<file path="config.mk">
export PLATFORM = sky130hd
export DESIGN_NAME = servo_position_stepper_flat
export DESIGN_NICKNAME = d
export VERILOG_FILES = /design/src/rtl/sps_pkg.sv /design/src/rtl/sps_if.sv /design/src/rtl/servo_position_stepper.sv /design/src/flat_wrapper.sv
export SDC_FILE = /design/constraint.sdc
export NUM_CORES = 1
export LEC_CHECK = 0
export CAP_MARGIN = 20
export CORE_MARGIN = 2
export CORE_UTILIZATION = 31
export CTS_CLUSTER_DIAMETER = 30
export CTS_CLUSTER_SIZE = 14
export DETAILED_ROUTE_END_ITERATION = 8
export DONT_BUFFER_PORTS = 1
export SYNTH_ARGS = -nofsm -noshare
export SYNTH_HDL_FRONTEND = slang
export SYNTH_SLANG_ARGS = --single-unit
</file>
<file path="constraint.sdc">
create_clock -name clk -period 4.5 [get_ports clk]
set_clock_uncertainty 0.15 [all_clocks]
set_input_delay 0 -clock clk [delete_from_list [all_inputs] [get_ports clk]]
set_output_delay 0 -clock clk [all_outputs]
set_load 0.05 [all_outputs]
</file>
<file path="src/rtl/sps_pkg.sv">
package sps_pkg;

    localparam int POS_W      = 16;
    localparam int ACTION_W   = 3;
    localparam int STATE_W    = 4;
    localparam int CFG_IDX_W  = 2;
    localparam int CFG_DATA_W = 16;

    localparam logic [POS_W-1:0] HOME_RESET  = 16'd2000;
    localparam logic [POS_W-1:0] DELAY_RESET = 16'd10;

    typedef enum logic [ACTION_W-1:0] {
        ACT_TICK  = 3'd0,
        ACT_GOTO  = 3'd1,
        ACT_HOME  = 3'd2,
        ACT_SWEEP = 3'd3,
        ACT_STOP  = 3'd4
    } action_t;

    typedef enum logic [CFG_IDX_W-1:0] {
        CFG_HOME_POSITION = 2'd0,
        CFG_STEP_DELAY    = 2'd1
    } cfg_index_t;

    typedef enum logic [STATE_W-1:0] {
        ST_POSITION  = 4'd0,
        ST_JUDGE     = 4'd1,
        ST_UP        = 4'd2,
        ST_DOWN      = 4'd3,
        ST_WAIT      = 4'd4,
        ST_STOP      = 4'd5,
        ST_HOME      = 4'd6,
        ST_AUTO      = 4'd7,
        ST_AUTO_WAIT = 4'd8
    } mode_t;

endpackage

</file>
<file path="src/rtl/sps_if.sv">
interface sps_cmd_if;
    import sps_pkg::*;
    logic                valid;
    logic                ready;
    logic [ACTION_W-1:0] action;
    logic [POS_W-1:0]    target;
    logic [POS_W-1:0]    sweep_min;
    logic [POS_W-1:0]    sweep_max;

    modport source (output valid, action, target, sweep_min, sweep_max, input ready);
    modport sink   (input valid, action, target, sweep_min, sweep_max, output ready);
endinterface

interface sps_res_if;
    import sps_pkg::*;
    logic               valid;
    logic               ready;
    logic [POS_W-1:0]   position;
    logic               position_written;
    logic [STATE_W-1:0] run_state;

    modport source (output valid, position, position_written, run_state, input ready);
    modport sink   (input valid, position, position_written, run_state, output ready);
endinterface

interface sps_cfg_if;
    import sps_pkg::*;
    logic                  valid;
    logic                  ready;
    logic [CFG_IDX_W-1:0]  reg_index;
    logic [CFG_DATA_W-1:0] wdata;

    modport source (output valid, reg_index, wdata, input ready);
    modport sink   (input valid, reg_index, wdata, output ready);
endinterface

</file>
<file path="src/rtl/servo_position_stepper.sv">
// servo_position_stepper: one command or tick word in, one result word out.
// The result is registered: it is valid in the cycle after the word is accepted.
// Throughput: 1 word per cycle; input stalls only while an untaken result
// sits in the result register and the sink holds ready low.
// Reset (rst_n low, async): mode STOP, position/target/bounds/wait count 0,
// sweep upward, home_position 2000, step_delay 10, no result pending.
module servo_position_stepper
    import sps_pkg::*;
(
    input  logic      clk,
    input  logic      rst_n,
    sps_cmd_if.sink   cmd,
    sps_res_if.source res,
    sps_cfg_if.sink   cfg
);

    // Configuration registers; the user must write them only while idle (not enforced here).
    logic [POS_W-1:0] home_position_reg;
    logic [POS_W-1:0] step_delay_reg;

    // Machine state
    mode_t            mode_reg,       mode_next;
    logic [POS_W-1:0] cur_pos_reg,    cur_pos_next;
    logic [POS_W-1:0] tgt_pos_reg,    tgt_pos_next;
    logic [POS_W-1:0] wait_cnt_reg,   wait_cnt_next;
    logic             sweep_down_reg, sweep_down_next;
    logic [POS_W-1:0] low_bound_reg,  low_bound_next;
    logic [POS_W-1:0] high_bound_reg, high_bound_next;

    // Result register
    logic               res_valid_reg;
    logic [POS_W-1:0]   res_pos_reg;
    logic               res_wr_reg;
    logic [STATE_W-1:0] res_state_reg;
    logic               wrote_next;

    logic               accept;
    action_t            act;
    logic               is_tick;
    logic [POS_W-1:0]   pos_inc;
    logic [POS_W-1:0]   pos_dec;
    logic [POS_W-1:0]   auto_pos;
    logic [POS_W-1:0]   wait_inc;
    logic               wait_done;

    // Result register doubles as the skid: take a new word whenever the
    // slot is empty or is being drained this cycle.
    assign cmd.ready = !res_valid_reg || res.ready;
    assign accept    = cmd.valid && cmd.ready;
    assign cfg.ready = 1'b1;

    assign act     = action_t'(cmd.action);
    // Unused action codes fall through to a plain tick.
    assign is_tick = !(act == ACT_GOTO || act == ACT_HOME ||
                       act == ACT_SWEEP || act == ACT_STOP);

    assign pos_inc   = cur_pos_reg + 16'd1;
    assign pos_dec   = cur_pos_reg - 16'd1;
    assign auto_pos  = sweep_down_reg ? pos_dec : pos_inc;
    // Wait ends once the incremented count passes step_delay; at the
    // largest delay the counter wraps and the wait never ends.
    assign wait_inc  = wait_cnt_reg + 16'd1;
    assign wait_done = wait_inc > step_delay_reg;

    // Next mode
    always_comb
    begin
        mode_next = mode_reg;
        case (act)
            ACT_GOTO:  mode_next = ST_POSITION;
            ACT_HOME:  mode_next = ST_HOME;
            ACT_SWEEP: mode_next = ST_AUTO;
            ACT_STOP:  mode_next = ST_STOP;
            default:
            begin
                case (mode_reg)
                    ST_POSITION: mode_next = ST_JUDGE;
                    ST_JUDGE:
                    begin
                        if (cur_pos_reg < tgt_pos_reg)
                            mode_next = ST_UP;
                        else if (cur_pos_reg > tgt_pos_reg)
                            mode_next = ST_DOWN;
                        else
                            mode_next = ST_STOP;
                    end
                    ST_UP:        mode_next = (pos_inc == tgt_pos_reg) ? ST_STOP : ST_WAIT;
                    ST_DOWN:      mode_next = (pos_dec == tgt_pos_reg) ? ST_STOP : ST_WAIT;
                    ST_WAIT:      mode_next = wait_done ? ST_JUDGE : ST_WAIT;
                    ST_HOME:      mode_next = ST_STOP;
                    ST_AUTO:      mode_next = ST_AUTO_WAIT;
                    ST_AUTO_WAIT: mode_next = wait_done ? ST_AUTO : ST_AUTO_WAIT;
                    default:      mode_next = mode_reg;
                endcase
            end
        endcase
    end

    // Datapath and write strobe
    always_comb
    begin
        cur_pos_next    = cur_pos_reg;
        tgt_pos_next    = tgt_pos_reg;
        wait_cnt_next   = wait_cnt_reg;
        sweep_down_next = sweep_down_reg;
        low_bound_next  = low_bound_reg;
        high_bound_next = high_bound_reg;
        wrote_next      = 1'b0;

        if (act == ACT_GOTO)
            tgt_pos_next = cmd.target;
        if (act == ACT_SWEEP)
        begin
            low_bound_next  = cmd.sweep_min;
            high_bound_next = cmd.sweep_max;
        end

        if (is_tick)
        begin
            case (mode_reg)
                ST_UP:
                begin
                    cur_pos_next = pos_inc;
                    wrote_next   = 1'b1;
                end
                ST_DOWN:
                begin
                    cur_pos_next = pos_dec;
                    wrote_next   = 1'b1;
                end
                ST_WAIT, ST_AUTO_WAIT:
                    wait_cnt_next = wait_done ? '0 : wait_inc;
                ST_HOME:
                begin
                    cur_pos_next = home_position_reg;
                    wrote_next   = 1'b1;
                end
                ST_AUTO:
                begin
                    cur_pos_next = auto_pos;
                    wrote_next   = 1'b1;
                    // reverse at the bounds
                    if (!sweep_down_reg && (auto_pos > high_bound_reg))
                        sweep_down_next = 1'b1;
                    else if (sweep_down_reg && (auto_pos < low_bound_reg))
                        sweep_down_next = 1'b0;
                end
                default: ;
            endcase
        end
    end

    always_ff @(posedge clk or negedge rst_n)
    begin
        if (!rst_n)
        begin
            home_position_reg <= HOME_RESET;
            step_delay_reg    <= DELAY_RESET;
        end
        else if (cfg.valid && cfg.ready)
        begin
            case (cfg_index_t'(cfg.reg_index))
                CFG_HOME_POSITION: home_position_reg <= cfg.wdata;
                CFG_STEP_DELAY:    step_delay_reg    <= cfg.wdata;
                default: ;
            endcase
        end
    end

    always_ff @(posedge clk or negedge rst_n)
    begin
        if (!rst_n)
        begin
            mode_reg       <= ST_STOP;
            cur_pos_reg    <= '0;
            tgt_pos_reg    <= '0;
            wait_cnt_reg   <= '0;
            sweep_down_reg <= 1'b0;
            low_bound_reg  <= '0;
            high_bound_reg <= '0;
        end
        else if (accept)
        begin
            mode_reg       <= mode_next;
            cur_pos_reg    <= cur_pos_next;
            tgt_pos_reg    <= tgt_pos_next;
            wait_cnt_reg   <= wait_cnt_next;
            sweep_down_reg <= sweep_down_next;
            low_bound_reg  <= low_bound_next;
            high_bound_reg <= high_bound_next;
        end
    end

    always_ff @(posedge clk or negedge rst_n)
    begin
        if (!rst_n)
            res_valid_reg <= 1'b0;
        else if (accept)
            res_valid_reg <= 1'b1;
        else if (res.ready)
            res_valid_reg <= 1'b0;
    end

    // Result payload, no reset needed
    always_ff @(posedge clk)
    begin
        if (accept)
        begin
            res_pos_reg   <= cur_pos_next;
            res_wr_reg    <= wrote_next;
            res_state_reg <= mode_next;
        end
    end

    assign res.valid            = res_valid_reg;
    assign res.position         = res_pos_reg;
    assign res.position_written = res_wr_reg;
    assign res.run_state        = res_state_reg;

endmodule
</file>
<file path="src/flat_wrapper.sv">
// flat-port wrapper written by rule: the top's interface ports become plain ports
module servo_position_stepper_flat import sps_pkg::*;
  (clk, rst_n, cmd_valid, cmd_action, cmd_target, cmd_sweep_min, cmd_sweep_max, cmd_ready, res_valid, res_position, res_position_written, res_run_state, res_ready, cfg_valid, cfg_reg_index, cfg_wdata, cfg_ready);
  sps_cmd_if cmd_i ();
  sps_res_if res_i ();
  sps_cfg_if cfg_i ();
  input  logic clk;
  input  logic rst_n;
  input wire logic [$bits(cmd_i.valid)-1:0] cmd_valid;
  input wire logic [$bits(cmd_i.action)-1:0] cmd_action;
  input wire logic [$bits(cmd_i.target)-1:0] cmd_target;
  input wire logic [$bits(cmd_i.sweep_min)-1:0] cmd_sweep_min;
  input wire logic [$bits(cmd_i.sweep_max)-1:0] cmd_sweep_max;
  output wire logic [$bits(cmd_i.ready)-1:0] cmd_ready;
  output wire logic [$bits(res_i.valid)-1:0] res_valid;
  output wire logic [$bits(res_i.position)-1:0] res_position;
  output wire logic [$bits(res_i.position_written)-1:0] res_position_written;
  output wire logic [$bits(res_i.run_state)-1:0] res_run_state;
  input wire logic [$bits(res_i.ready)-1:0] res_ready;
  input wire logic [$bits(cfg_i.valid)-1:0] cfg_valid;
  input wire logic [$bits(cfg_i.reg_index)-1:0] cfg_reg_index;
  input wire logic [$bits(cfg_i.wdata)-1:0] cfg_wdata;
  output wire logic [$bits(cfg_i.ready)-1:0] cfg_ready;
  assign cmd_i.valid = cmd_valid;
  assign cmd_i.action = cmd_action;
  assign cmd_i.target = cmd_target;
  assign cmd_i.sweep_min = cmd_sweep_min;
  assign cmd_i.sweep_max = cmd_sweep_max;
  assign cmd_ready = cmd_i.ready;
  assign res_valid = res_i.valid;
  assign res_position = res_i.position;
  assign res_position_written = res_i.position_written;
  assign res_run_state = res_i.run_state;
  assign res_i.ready = res_ready;
  assign cfg_i.valid = cfg_valid;
  assign cfg_i.reg_index = cfg_reg_index;
  assign cfg_i.wdata = cfg_wdata;
  assign cfg_ready = cfg_i.ready;
  servo_position_stepper u_core (.clk(clk), .rst_n(rst_n), .cmd(cmd_i), .res(res_i), .cfg(cfg_i));
endmodule
</file>
==> run metrics <==
outcome=finished clean; Root Buffer=clkbuf_16; Starting Density=31.3%; Clock Tree Buf Depth=2; Main synth FF type=dfrtp_1; hpwl dp=a little under 20 mm; overall routing resource usage=around 18%; Cell Rows=between 60 and 70; Syn Inst Count=about 960; vias=7,642; Worst Hold Class=primary input to flip-flop; mean area per synthesized cell=around 9.6 um^2; drt pass-1 iters=7; PwrDens=568 nW/um^2; Worst-Margin Slew=about 1 ns; CTS tree=done; Core Area=29,500 um^2; commonest non-fill, non-tap cells in the layout=dfrtp_1 (107), nand2_1 (80), inv_1 (78); Worst Path Arrival=between 4 and 5 ns; WL/cell=between 15 and 20 um; fmax=~240 MHz; die area=~31,000 um^2; largest net degree at the start of global routing=~120; first-pass GRT wire length=42.7 mm; ys async rst share=between 80% and 90%; RePlAce Congestion=between 0.9 and 1; CTS sink cnt=around 140; sequential power share=around a third; startpoint types=flip-flop; initial antenna violation count=0; mapped cell area=approximately 9200 um^2; relative slew slack=32.8%; Setup CP Type=flip-flop to flip-flop; net count after synthesis=~1,100; number of synthesized flops with an enable pin=21; Final Hold Viols=0; Num CTS Buffers=17; Power Internal=3720 uW; Max H-tree Level=4; Post-route DRC=0; RSZ-0062 raised after global routing=false; clock period minus worst slack=4.24 ns; Leakage=a little under 0.005 uW; Layout area overhead=20.8%; Reg clk slew, reported paths=0.07 ns; Final setup viols=0; Final Cycle Share=a little over nine tenths; Filler cells=~2,900; Die Ht=177 um; vias in the first global route=7,577; Worst-Skew Late Latency=between 0.4 and 0.5 ns; NetSw=2600 uW; CP Capture Type=flip-flop; max-cap viol count=0; Combinational Power Share=between 40% and 50%; die span in x=between 150 and 200 um; nets=between 1,000 and 1,500; pins over their slew limit=0; Antenna Nets Post-Route=0; Clock power frac=between 20% and 30%; Critical Path Fanout Max=5; Ports=between 90 and 100; Finished Core Util=37.8%; final wirelength=between 20 and 30 mm; Worst Path Required=around 4.5 ns; sequential area share after synthesis=about two fifths; n_diodes=0; YS warnings=0; Port Buffer Count=0; maximum vdd drop=approximately 240 uV; remaining global-route overflow=0; setup TNS=0 ns; synthesis-stage register bit count=about 140; DRT iter0 DRCs=around 500; Via-to-Cell Ratio=around 5.3; commonest non-fill, non-tap cell in the layout=dfrtp_1; share of cells above drive strength 1=between 10% and 20%; Net Sw Frac=between 40% and 50%; distinct cell type count after synthesis=74
worst max-delay path: stages (launching register included):
cell	delay, ns
dfrtp_1	0.40
ha_1	0.25
nand3_1	0.14
nor2_1	0.16
and3_1	0.24
and3_2	0.26
nand3_1	0.11
xnor2_1	0.16
ha_1	0.29
nand3_1	0.09
or3b_2	0.46
or3_1	0.45
a31o_2	0.23
a211o_1	0.33
a21oi_1	0.14
o21ai_0	0.10
per-layer routing:
layer,GRT usage [%],routed length [um],part of all wire [%]
met5,0,0,0
met4,5.92,684,2.5
met3,3.64,1610,6.0
met2,26.5,11800,44
met1,25.4,12800,48
logic make-up (layout without fill, tap and decap cells):
logic type / count (synthesis) / in the layout / synth area share, %
flip-flops: 139 / 139 / 39.0
AND/OR/NAND/NOR: 248 / 248 / 13.5
XOR/XNOR: 65 / 65 / 6.25
buffers and inverters: 131 / 214 / 5.57
multiplexers: 90 / 90 / 10.9
other: 1 / 1 / 0.0406
adder cells (fa/ha/maj): 66 / 66 / 8.95
AO/OA/AOI/OAI: 222 / 222 / 15.8
timing repair:
action                     in CTS  in global routing
setup buffers                   0                  1
resized for setup               0                  7
setup endpoints to repair       0                 15
hold endpoints to repair      210                  0
hold buffers                   75                  0
cells in the mapped netlist (14+ instances only):
cell type / n / area, um^2
clkbuf_1: 37 / 139
xor2_1: 18 / 158
ha_1: 66 / 826
mux2_2: 76 / 856
o21ai_0: 55 / 275
nand3_1: 29 / 145
edfxtp_1: 21 / 631
a221oi_1: 14 / 123
dfrtp_1: 108 / 2700
nand2_1: 80 / 300
inv_1: 79 / 297
nor3_1: 18 / 90.1
xnor2_1: 46 / 403
nor2_1: 47 / 176
a21oi_1: 45 / 225
metrics by stage:
step           total power [uW]  std cells  area (um^2)  hold WS [ns]  setup slack (ns)
2_1_floorplan              3950        962         9230        -0.446             0.435
3_3_place_gp               4620       1327         9720        -0.439             0.205
3_5_place_dp               4690       1327         9720        -0.439             0.146
4_1_cts                    6310       1434        11100       0.00332             0.106
6_report                   6330       1435        11100       0.00304             0.262
5_1_grt                    6750       1435        11100       0.00565           0.00156
final timing paths:
path	cells past startpoint	start	end	slack, ns
worst min register to register	1	u_core.low_bound_reg[0]	u_core.low_bound_reg[0]	0.36
max in group asynchronous	2	rst_n	u_core.tgt_pos_reg[12]	3.69
worst min-delay path	2	cmd_valid	u_core.mode_reg[2]	0.003
worst max register to register	15	u_core.wait_cnt_reg[1]	u_core.res.run_state[2]	0.26
worst max-delay path	15	u_core.wait_cnt_reg[1]	u_core.res.run_state[2]	0.26
min in group asynchronous	2	rst_n	u_core.home_position_reg[1]	0.01
power groups by stage:
stage	clock network [uW]	logic [uW]	registers, uW
floorplan	0	2030	1920
global placement	0	2480	2150
finish	1510	2680	2140
CTS	1530	2640	2130
global route	1590	2980	2180
detailed placement	0	2530	2150
final cells by class:
cell class | count | area [um^2] | area share, %
clock buffers | 22 | 508 | 4.56
multi-input cells | 692 | 5150 | 46.2
clock inverters | 10 | 125 | 1.12
repair buffers | 103 | 978 | 8.78
flip-flops and latches | 139 | 3600 | 32.3
inverters | 79 | 297 | 2.66
well taps | 390 | 488 | 4.38
(Power assumes the default switching activity.)
